$ cat config.mk
export PLATFORM = sky130hd
export DESIGN_NAME = line_and_packet_deframer
export DESIGN_NICKNAME = d
export VERILOG_FILES = /design/src/rtl/lpd_pkg.sv /design/src/rtl/line_and_packet_deframer.sv
export SDC_FILE = /design/constraint.sdc
export NUM_CORES = 1
export LEC_CHECK = 0
export ABC_AREA = 1
export BUFFER_PORTS_ARGS = -buffer_cell sky130_fd_sc_hd__buf_2
export CAP_MARGIN = 5
export CORE_MARGIN = 8
export CORE_UTILIZATION = 55
export CTS_CLUSTER_SIZE = 10
export DETAILED_ROUTE_END_ITERATION = 8
export PLACE_DENSITY = 0.78
export SLEW_MARGIN = 30
export SYNTH_ARGS = -nofsm -noshare
export SYNTH_HDL_FRONTEND = slang
export SYNTH_SLANG_ARGS = --single-unit
$ cat constraint.sdc
create_clock -name clk -period 4.77 [get_ports clk]
set_clock_uncertainty 0.15 [all_clocks]
set_input_delay 0.954 -clock clk [delete_from_list [all_inputs] [get_ports clk]]
set_output_delay 0.954 -clock clk [all_outputs]
set_load 0.05 [all_outputs]
$ cat src/rtl/lpd_pkg.sv
// Shared types and constants for the line and packet deframer.
// No dependencies.
package lpd_pkg;

  localparam int ByteWidth         = 8;
  localparam int LengthWidth       = 28;
  localparam int LenDigitBits      = 7;
  localparam int MaxLengthDigits   = 4;
  localparam int DigitCountWidth   = 3;
  localparam int FifoDepth         = 4;
  localparam int FifoPtrWidth      = $clog2(FifoDepth);
  localparam int FifoCountWidth    = $clog2(FifoDepth + 1);
  localparam int CfgIndexWidth     = 2;

  localparam logic [ByteWidth-1:0] NewlineByte  = 8'h0A;
  localparam logic [ByteWidth-1:0] ContinueMask = 8'h80;
  localparam logic [ByteWidth-1:0] DigitMask    = 8'h7F;

  typedef enum logic [2:0] {
    MODE_LINE,
    MODE_HEAD,
    MODE_LEN,
    MODE_BODY,
    MODE_CHECK
  } mode_t;

  typedef enum logic [1:0] {
    KIND_LINE,
    KIND_BODY,
    KIND_END
  } kind_t;

  typedef enum logic [1:0] {
    STATUS_NONE,
    STATUS_OK,
    STATUS_BAD_CHECK,
    STATUS_TOO_LONG
  } status_t;

  typedef enum logic [CfgIndexWidth-1:0] {
    REG_HEADER_FIRST,
    REG_HEADER_SECOND,
    REG_CHECKSUM_SEED
  } reg_index_t;

  typedef struct packed {
    kind_t                  kind;
    logic [ByteWidth-1:0]   out_byte;
    logic                   end_of_line;
    logic [ByteWidth-1:0]   packet_id;
    logic [ByteWidth-1:0]   command;
    logic [LengthWidth-1:0] body_length;
    status_t                status;
    logic                   last;
  } result_t;

  function automatic result_t line_result(input logic [ByteWidth-1:0] value,
                                          input logic eol);
    result_t r;
    r             = '0;
    r.kind        = KIND_LINE;
    r.out_byte    = value;
    r.end_of_line = eol;
    r.status      = STATUS_NONE;
    return r;
  endfunction

endpackage

$ cat src/rtl/line_and_packet_deframer.sv
// Line and packet deframer top level: byte decode and result queue.
// Depends on lpd_pkg.
//
// Takes one byte per cycle while in_ready is high. Each byte is decoded in
// the cycle it is transferred, and its zero, one or two results go into a
// four-entry result queue that drives the output channel, so a new byte is
// taken while earlier results wait. Input ready stays high while the queue
// has two free entries; with the output side always ready the block
// sustains one byte per cycle, and a byte that releases a held start-mark
// byte plus its own result gives two results, which the queue absorbs.
module line_and_packet_deframer (
  input  logic        clk,
  input  logic        rst,
  input  logic        cfg_wr_en,
  input  logic [1:0]  cfg_index,
  input  logic [7:0]  cfg_data,
  input  logic        in_valid,
  output logic        in_ready,
  input  logic [7:0]  data_byte,
  output logic        out_valid,
  input  logic        out_ready,
  output logic [1:0]  kind,
  output logic [7:0]  out_byte,
  output logic        end_of_line,
  output logic [7:0]  packet_id,
  output logic [7:0]  command,
  output logic [27:0] body_length,
  output logic [1:0]  status,
  output logic        last
);

  logic [7:0] header_first;
  logic [7:0] header_second;
  logic [7:0] checksum_seed;

  lpd_pkg::mode_t mode, mode_next;
  logic        held_first_mark, held_first_mark_next;
  logic        header_count, header_count_next;
  logic [2:0]  length_digits, length_digits_next;
  logic [27:0] length_accum, length_accum_next;
  logic [27:0] body_count, body_count_next;
  logic [7:0]  running_check, running_check_next;
  logic [7:0]  current_id, current_id_next;
  logic [7:0]  current_command, current_command_next;

  logic        in_xfer;
  logic        out_xfer;
  logic        is_newline;
  logic        len_final;
  logic        len_too_long;
  logic        body_done;
  logic        start_mark;
  logic [5:0]  len_shift;
  logic [27:0] len_part;
  logic [27:0] accum_upd;
  logic [2:0]  digits_inc;
  logic [27:0] body_inc;
  logic [7:0]  check_upd;

  lpd_pkg::result_t res0, res1, lb_res, head;
  logic [1:0]  res_count;
  logic        lb_emit;

  lpd_pkg::result_t fifo_mem [lpd_pkg::FifoDepth];
  logic [lpd_pkg::FifoPtrWidth-1:0]   wr_ptr, rd_ptr;
  logic [lpd_pkg::FifoCountWidth-1:0] fifo_count;

  assign in_ready  = fifo_count <= lpd_pkg::FifoCountWidth'(lpd_pkg::FifoDepth - 2);
  assign out_valid = fifo_count != '0;
  assign in_xfer   = in_valid && in_ready;
  assign out_xfer  = out_valid && out_ready;

  assign is_newline   = data_byte == lpd_pkg::NewlineByte;
  assign len_shift    = 6'(length_digits) * 6'(lpd_pkg::LenDigitBits);
  assign len_part     = 28'(data_byte & lpd_pkg::DigitMask) << len_shift;
  assign accum_upd    = length_accum | len_part;
  assign digits_inc   = length_digits + 3'd1;
  assign len_final    = (data_byte & lpd_pkg::ContinueMask) == '0;
  assign len_too_long = digits_inc >= 3'(lpd_pkg::MaxLengthDigits) || digits_inc == '0;
  assign body_inc     = body_count + 28'd1;
  assign body_done    = body_inc >= length_accum;
  assign check_upd    = running_check ^ data_byte;
  assign start_mark   = held_first_mark && data_byte == header_second;

  // next mode
  always_comb begin
    mode_next = mode;
    unique case (mode)
      lpd_pkg::MODE_HEAD: begin
        if (header_count) mode_next = lpd_pkg::MODE_LEN;
      end
      lpd_pkg::MODE_LEN: begin
        if (len_final) begin
          mode_next = (accum_upd == '0) ? lpd_pkg::MODE_CHECK : lpd_pkg::MODE_BODY;
        end else if (len_too_long) begin
          mode_next = lpd_pkg::MODE_LINE;
        end
      end
      lpd_pkg::MODE_BODY: begin
        if (body_done) mode_next = lpd_pkg::MODE_CHECK;
      end
      lpd_pkg::MODE_CHECK: mode_next = lpd_pkg::MODE_LINE;
      default: mode_next = start_mark ? lpd_pkg::MODE_HEAD : lpd_pkg::MODE_LINE;
    endcase
  end

  // line byte handling shared by the line-mode arm
  always_comb begin
    lb_res  = lpd_pkg::line_result(data_byte, is_newline);
    lb_emit = is_newline || data_byte != header_first;
  end

  // data state and results
  always_comb begin
    held_first_mark_next = held_first_mark;
    header_count_next    = header_count;
    length_digits_next   = length_digits;
    length_accum_next    = length_accum;
    body_count_next      = body_count;
    running_check_next   = running_check;
    current_id_next      = current_id;
    current_command_next = current_command;
    res0      = '0;
    res1      = '0;
    res_count = 2'd0;
    unique case (mode)
      lpd_pkg::MODE_HEAD: begin
        if (!header_count) begin
          current_id_next   = data_byte;
          header_count_next = 1'b1;
        end else begin
          current_command_next = data_byte;
          header_count_next    = 1'b0;
          length_digits_next   = '0;
          length_accum_next    = '0;
        end
      end
      lpd_pkg::MODE_LEN: begin
        length_accum_next  = accum_upd;
        length_digits_next = digits_inc;
        if (len_final) begin
          body_count_next    = '0;
          running_check_next = checksum_seed;
          length_digits_next = '0;
        end else if (len_too_long) begin
          res0.kind            = lpd_pkg::KIND_END;
          res0.packet_id       = current_id;
          res0.command         = current_command;
          res0.body_length     = accum_upd;
          res0.status          = lpd_pkg::STATUS_TOO_LONG;
          res0.last            = 1'b1;
          res_count            = 2'd1;
          length_digits_next   = '0;
          held_first_mark_next = 1'b0;
        end
      end
      lpd_pkg::MODE_BODY: begin
        running_check_next = check_upd;
        body_count_next    = body_inc;
        res0.kind          = lpd_pkg::KIND_BODY;
        res0.out_byte      = data_byte;
        res0.packet_id     = current_id;
        res0.command       = current_command;
        res0.body_length   = length_accum;
        res0.status        = lpd_pkg::STATUS_NONE;
        res0.last          = 1'b1;
        res_count          = 2'd1;
      end
      lpd_pkg::MODE_CHECK: begin
        res0.kind            = lpd_pkg::KIND_END;
        res0.packet_id       = current_id;
        res0.command         = current_command;
        res0.body_length     = length_accum;
        res0.status          = (data_byte == running_check) ? lpd_pkg::STATUS_OK
                                                            : lpd_pkg::STATUS_BAD_CHECK;
        res0.last            = 1'b1;
        res_count            = 2'd1;
        held_first_mark_next = 1'b0;
      end
      default: begin
        if (start_mark) begin
          held_first_mark_next = 1'b0;
          header_count_next    = 1'b0;
        end else begin
          held_first_mark_next = !lb_emit;
          if (held_first_mark) begin
            res0      = lpd_pkg::line_result(header_first, 1'b0);
            res1      = lb_res;
            res1.last = 1'b1;
            res0.last = !lb_emit;
            res_count = lb_emit ? 2'd2 : 2'd1;
          end else if (lb_emit) begin
            res0      = lb_res;
            res0.last = 1'b1;
            res_count = 2'd1;
          end
        end
      end
    endcase
  end

  always_ff @(posedge clk) begin
    if (rst) begin
      header_first  <= '0;
      header_second <= '0;
      checksum_seed <= '0;
    end else if (cfg_wr_en) begin
      unique case (cfg_index)
        lpd_pkg::REG_HEADER_FIRST:  header_first  <= cfg_data;
        lpd_pkg::REG_HEADER_SECOND: header_second <= cfg_data;
        lpd_pkg::REG_CHECKSUM_SEED: checksum_seed <= cfg_data;
        default: ;
      endcase
    end
  end

  always_ff @(posedge clk) begin
    if (rst) begin
      mode            <= lpd_pkg::MODE_LINE;
      held_first_mark <= 1'b0;
      header_count    <= 1'b0;
      length_digits   <= '0;
      length_accum    <= '0;
      body_count      <= '0;
      running_check   <= '0;
      current_id      <= '0;
      current_command <= '0;
    end else if (in_xfer) begin
      mode            <= mode_next;
      held_first_mark <= held_first_mark_next;
      header_count    <= header_count_next;
      length_digits   <= length_digits_next;
      length_accum    <= length_accum_next;
      body_count      <= body_count_next;
      running_check   <= running_check_next;
      current_id      <= current_id_next;
      current_command <= current_command_next;
    end
  end

  // result queue
  always_ff @(posedge clk) begin
    if (in_xfer && res_count != 2'd0) begin
      fifo_mem[wr_ptr] <= res0;
    end
    if (in_xfer && res_count == 2'd2) begin
      fifo_mem[wr_ptr + lpd_pkg::FifoPtrWidth'(1)] <= res1;
    end
  end

  always_ff @(posedge clk) begin
    if (rst) begin
      wr_ptr     <= '0;
      rd_ptr     <= '0;
      fifo_count <= '0;
    end else begin
      if (in_xfer) wr_ptr <= wr_ptr + lpd_pkg::FifoPtrWidth'(res_count);
      if (out_xfer) rd_ptr <= rd_ptr + lpd_pkg::FifoPtrWidth'(1);
      fifo_count <= fifo_count
                    + (in_xfer ? lpd_pkg::FifoCountWidth'(res_count) : '0)
                    - (out_xfer ? lpd_pkg::FifoCountWidth'(1) : '0);
    end
  end

  assign head        = fifo_mem[rd_ptr];
  assign kind        = head.kind;
  assign out_byte    = head.out_byte;
  assign end_of_line = head.end_of_line;
  assign packet_id   = head.packet_id;
  assign command     = head.command;
  assign body_length = head.body_length;
  assign status      = head.status;
  assign last        = head.last;

endmodule
### After elaboration in Yosys (flattened, before gate mapping)

Memories as Yosys holds them, arrays and structs flattened. A register that Yosys moved wholly into a read port is not among the register bits.
Cells that the tools add are included.

* output and inout port bits: 60
* logic and storage cells: 136
* latch bits: 0
* bits in registers: 119
* memory bits (writable): 232
* input port bits: 23
* ROM bits: 0
* memories kept: 1

* mux-type cells: 54
* shifts and indexed selects: 1
* eq/ne operators: 17
* $add $sub $neg: 7
* bitwise logic cells: 5
* divide/modulo/power cells: 0
* $mul: 1
* magnitude comparators: 3
* reductions and logical operators: 32

Memory list
* fifo_mem: words 4, bits a word 58, read ports 1, clocked after Yosys merged registers in 1, wr ports 2, line line_and_packet_deframer.sv:64 `lpd_pkg::result_t fifo_mem [lpd_pkg::FifoDepth];`

Operator list (number)
* 56-bit two-way mux: 6
* 47-bit case mux with 4 select lines: 1
* 28-bit case mux with 2 select lines: 2
* 47-bit two-way mux: 2
* 28-bit two-way mux: 2
* 8-bit case mux with 2 select lines: 2
* 28-bit by 1-bit adder with 28-bit output (second input constant): 1
* 28-bit >= comparator: 1
* 28-bit zero test: 1
* 28-bit bitwise OR: 1
* 7-bit by 6-bit << shifter with 28-bit output: 1
* 3-bit two-way mux: 8
* 2-bit two-way mux: 10
* 8-bit == test: 2
* 3-bit AND reduction: 5
* 1-bit two-way mux: 14
* 3-bit case mux with 4 select lines: 1
* 2-bit inequality test (second input constant): 5
* 8-bit by 4-bit == test with 1-bit output (second input constant): 1
* 8-bit zero test: 1
* 8-bit two-way mux: 1
* 8-bit inequality test: 1
* 2-bit case mux with 4 select lines: 1
* 4-bit AND reduction: 2
* 31 further kinds: 48

### Longest topological paths before layout

* word-level depth: 10
* depth in mapped cells: 25

### Least setup slack after synthesis

Ideal clock, no wire load.

* kind: input to register
* from: input port data_byte[6]
* to: register fifo_count[2] in the netlist's numbering
* arrival time: 3.537 ns
* library setup time: 0.120 ns
* path buffers: 1
* required time: 4.500 ns
* path slack: 0.963 ns
* cell stages on the path: 18
* cell sequence: buf_2 > inv_2 > nand2_1 > nand4_1 > nor3_1 > nand3_1 > ha_1 > inv_1 > nor2_2 > nand2_1 > nand2_1 > nand2_1 > ha_1 > inv_1 > ha_1 > fa_1 > o21ai_0 > a21oi_1

* longest elaborated chain between the ends: 9
* elaborated cells on any way between the ends: 13
* classes of those cells: add/sub: 2; eq/ne: 3; mux: 6; reduce/logical: 2

Ends and longest elaborated chain
* start, declared: line line_and_packet_deframer.sv:19 `input logic [7:0] data_byte,`
* 8-bit by 4-bit == test with 1-bit output / 8-bit inequality test (equally long branches): line line_and_packet_deframer.sv:73, line_and_packet_deframer.sv:110
* 1-bit logical OR: line line_and_packet_deframer.sv:110 `lb_emit = is_newline || data_byte != header_first;`
* 1-bit two-way mux / 2-bit two-way mux (equally long branches): line line_and_packet_deframer.sv:192, line_and_packet_deframer.sv:191
* 2-bit two-way mux: line line_and_packet_deframer.sv:186 `if (held_first_mark) begin`
* 2-bit two-way mux *: line line_and_packet_deframer.sv:181 `if (start_mark) begin`
* 2-bit case mux with 3 select lines *: line line_and_packet_deframer.sv:126 `unique case (mode)`
* 2-bit two-way mux *: line line_and_packet_deframer.sv:260 `+ (in_xfer ? lpd_pkg::FifoCountWidth'(res_count) : '0)`
* 3-bit by 2-bit adder with 3-bit output *: line line_and_packet_deframer.sv:260
* 3-bit by 1-bit subtractor with 3-bit output *: line line_and_packet_deframer.sv:261 `- (out_xfer ? lpd_pkg::FifoCountWidth'(1) : '0);`
* end signal, assigned: line line_and_packet_deframer.sv:259 `fifo_count <= fifo_count`
* end, declared: line line_and_packet_deframer.sv:66 `logic [lpd_pkg::FifoCountWidth-1:0] fifo_count;`

Every way passes the cells marked *; elsewhere a longest branch is shown, timed or not.
A chain may end at the register's enable or synchronous reset.

==> impl_metrics.json <==
{
  "powerDensity_nw_per_um2": 447,
  "clk_path_buf_depth": 3,
  "synth_edf_count": 40,
  "antenna_found_initial": 0,
  "ctsResizeCount": 0,
  "drt-vias-per-instance": 6.01,
  "drc": 0,
  "largest_reg_flops": 232,
  "cts.reportedPaths.clkPinSlew_ns": 0.05,
  "critical_path.max_stage_delay_ns": 0.57,
  "status": "finished clean",
  "maxCapViolCount": 0,
  "hold_end": "checksum_seed[6]",
  "post_cts_buffers": 0,
  "utilization_pct": 61.2,
  "p_sw_share_pct": 38.9,
  "finalPower_mw": 8.63,
  "syn_to_final_growth_pct": 9.40,
  "yosysTopAreaCellShare_pct": 35.5,
  "wirelength_mm": 54.2,
  "fin_tns_setup_ns": 0,
  "r2r-end": "fifo_count[2]",
  "synthCells": 2502,
  "critical_path_class": "register to output pin",
  "cp_num_buf_inv": 3,
  "end_kind": "output pin",
  "largest_register": "fifo_mem",
  "hpwl_mm": 33.9,
  "core-area_um2": 31600,
  "yosys_warnings": 0,
  "required_ns": 3.67,
  "cpMaxStageDelayCell": "dfxtp_2",
  "async_flop_share_pct": 0,
  "grt_pass1_wl_mm": 86.5,
  "timing_worst_slew_pin_value_ns": 0.931,
  "avgSynthCellArea_um2": 7.06,
  "synth_top_cell_by_area": "dfxtp_1",
  "hold_path.class": "register to register",
  "pwr-share-seq_pct": 36.8,
  "ys_types": 37,
  "synth_seq_area_share_pct": 42.3,
  "placementRows": 65,
  "fin_crit_ns": 3.90,
  "fp.dieArea_um2": 38100,
  "hp-start": "checksum_seed[6]",
  "wire_per_inst_um": 18.7,
  "cts_root_buffer": "clkbuf_16",
  "slew-limit-headroom_pct": 37.8,
  "internal_power_mw": 5.27,
  "rsz0062_at_grt": "no",
  "holdPathStages": 2,
  "reg2reg_depth": 16,
  "num-fill-cells": 2846,
  "peakVddDrop_uv": 291,
  "antenna_cells": 0,
  "drtPass1Iterations": 6,
  "overflow": 0,
  "cts_made_buffers": 41,
  "path_cells": "inv_1 > buf_4 > o21ai_0 > o22ai_1 > buf_2",
  "synth_most_common_cell": "nand2_1",
  "worstPathMaxFanout": 58,
  "place.port_buffers": 82,
  "postLayoutCellArea_um2": 19300,
  "finalCritPeriodShare_pct": 81.8,
  "die_w_um": 195,
  "crit_arrival_ns": 2.80,
  "syn_area_um2": 17700,
  "die_h_um": 195,
  "synthFlopType": "dfxtp_1",
  "ctsHtreeMaxLevel": 2,
  "max_freq_mhz": 256,
  "p_sw_mw": 3.36,
  "clk-insertion-delay-late_ns": 0.55,
  "drtIter0Drc": 2010,
  "ant_nets": 0,
  "reg2reg_from": "length_digits[0]",
  "start_util_pct": 56.0,
  "p_leak_nw": 8.79,
  "rrSetupSlack_ns": 1.06,
  "drv_slew": 0,
  "setup_viol": 0,
  "seqCellArea_um2": 7470,
  "start_kind": "register",
  "dpl-instance-area_um2": 18100,
  "grt_max_degree": 117,
  "ys_ff_latch": 353,
  "cts_tree": "done",
  "postCtsHoldBufs": 0,
  "nets": 2544,
  "globalplace.congestion": 0.897,
  "drive_above_1_share_pct": 8.05,
  "path_delay_family": "buffers and inverters",
  "grt_use_total_pct": 27.4,
  "multi_input_area_um2": 8750,
  "syn_nets": 2562,
  "hold_viol_final": 0,
  "yosys-top-cells-count": "534 x nand2_1, 446 x nand3_1, 313 x dfxtp_1",
  "first_global_vias": 16400,
  "clkPwrFrac_pct": 32.6,
  "clock_sinks": 353,
  "p_comb_share_pct": 30.6,
  "ios": 83,
  "ys_top_cells_by_area": "dfxtp_1 35%, nand3_1 13%, nand2_1 11%",
  "reg_top3": "fifo_mem x232, body_count x28, length_accum x28",
  "vias": 17400
}
-- layout make-up --
cell class | count | area share [%]
timing repair buffer | 113 | 3.76
multi-input combinational | 1783 | 45.3
sequential | 353 | 38.7
inverter | 192 | 3.74
clock inverter | 2 | 0.201
clock buffer | 55 | 5.75
tap | 402 | 2.60
-- worst reg2reg max path: stages (launching register included) --
cell and delay, ns:
dfxtp_1 0.70, ha_1 0.26, inv_1 0.04, ha_1 0.18, inv_1 0.13, nand3_2 0.08
buf_4 0.24, nand2_1 0.26, nor2_4 0.07, nand2_1 0.16, nand2_1 0.16, ha_1 0.33
inv_1 0.04, ha_1 0.18, fa_1 0.37, o21ai_0 0.17, a21oi_1 0.07
-- stage by stage --
step / cells / setup WS (ns) / hold slack, ns
floorplan: 2502 / 0.963 / 0.274
global placement: 2842 / 0.759 / 0.288
detailed placement: 2842 / 0.647 / 0.291
CTS: 2899 / 0.999 / 0.297
global route: 2900 / 0.620 / 0.322
finish: 2900 / 0.870 / 0.294
-- placed cells by master (no fill, tap or decap), types with 3 or more instances in the layout --
cell / count
a211oi_1: 30
buf_12: 5
nor2_2: 9
nor3_1: 23
o21ai_0: 183
buf_4: 25
clkbuf_16: 42
nor2_1: 231
clkinv_1: 4
nand4_1: 24
clkbuf_1: 12
xnor2_1: 16
nand3_2: 11
dfxtp_1: 311
buf_2: 82
nand2_1: 534
a21oi_1: 112
a21o_1: 3
xor2_1: 19
nor4_1: 4
a31oi_1: 5
edfxtp_1: 40
o22ai_1: 84
ha_1: 36
nand3_1: 439
inv_2: 9
inv_1: 178
or2_2: 3
nor2_4: 5
-- logic make-up (layout without fill, tap and decap cells) --
group	after synthesis	after routing	share of synthesized area, %
and+or+nand+nor	1290	1290	31.6
AOI/OAI and AO/OA	421	421	13.1
buffers and inverters	366	362	8.57
DFF	353	353	42.3
adders and majority gates	37	37	2.66
xor gates and xnor gates	35	35	1.74
-- per-layer routing --
layer | vias up | track usage [%] | share of wire [%]
li1 | 8319 | - | -
met1 | 8066 | 35.9 | 41
met2 | 904 | 44.4 | 45
met3 | 134 | 4.97 | 10
met4 | 0 | 10.6 | 3.2
met5 | - | 0 | 0
-- power groups by stage --
stage | Sequential (mW) | Combinational [mW] | Clock (mW)
floorplan | 3.20 | 1.94 | 0
global placement | 3.23 | 2.55 | 0
detailed placement | 3.24 | 2.58 | 0
CTS | 3.17 | 2.59 | 2.83
global route | 3.18 | 2.78 | 2.95
finish | 3.18 | 2.64 | 2.82
-- worst max-delay path by stage --
stage                     depth (start not counted)              to           from  slack, ns
final                                             5  body_length[0]       register       0.87
after global routing                             17         mode[1]  body_count[9]       0.62
after CTS                                         5         kind[1]       register        1.0
after detailed placement                         18   fifo_count[2]   data_byte[7]       0.65
after global placement                           18   fifo_count[2]   data_byte[7]       0.76
after floorplan                                  18   fifo_count[2]   data_byte[6]       0.96
Power figures use the tool's default switching activity.
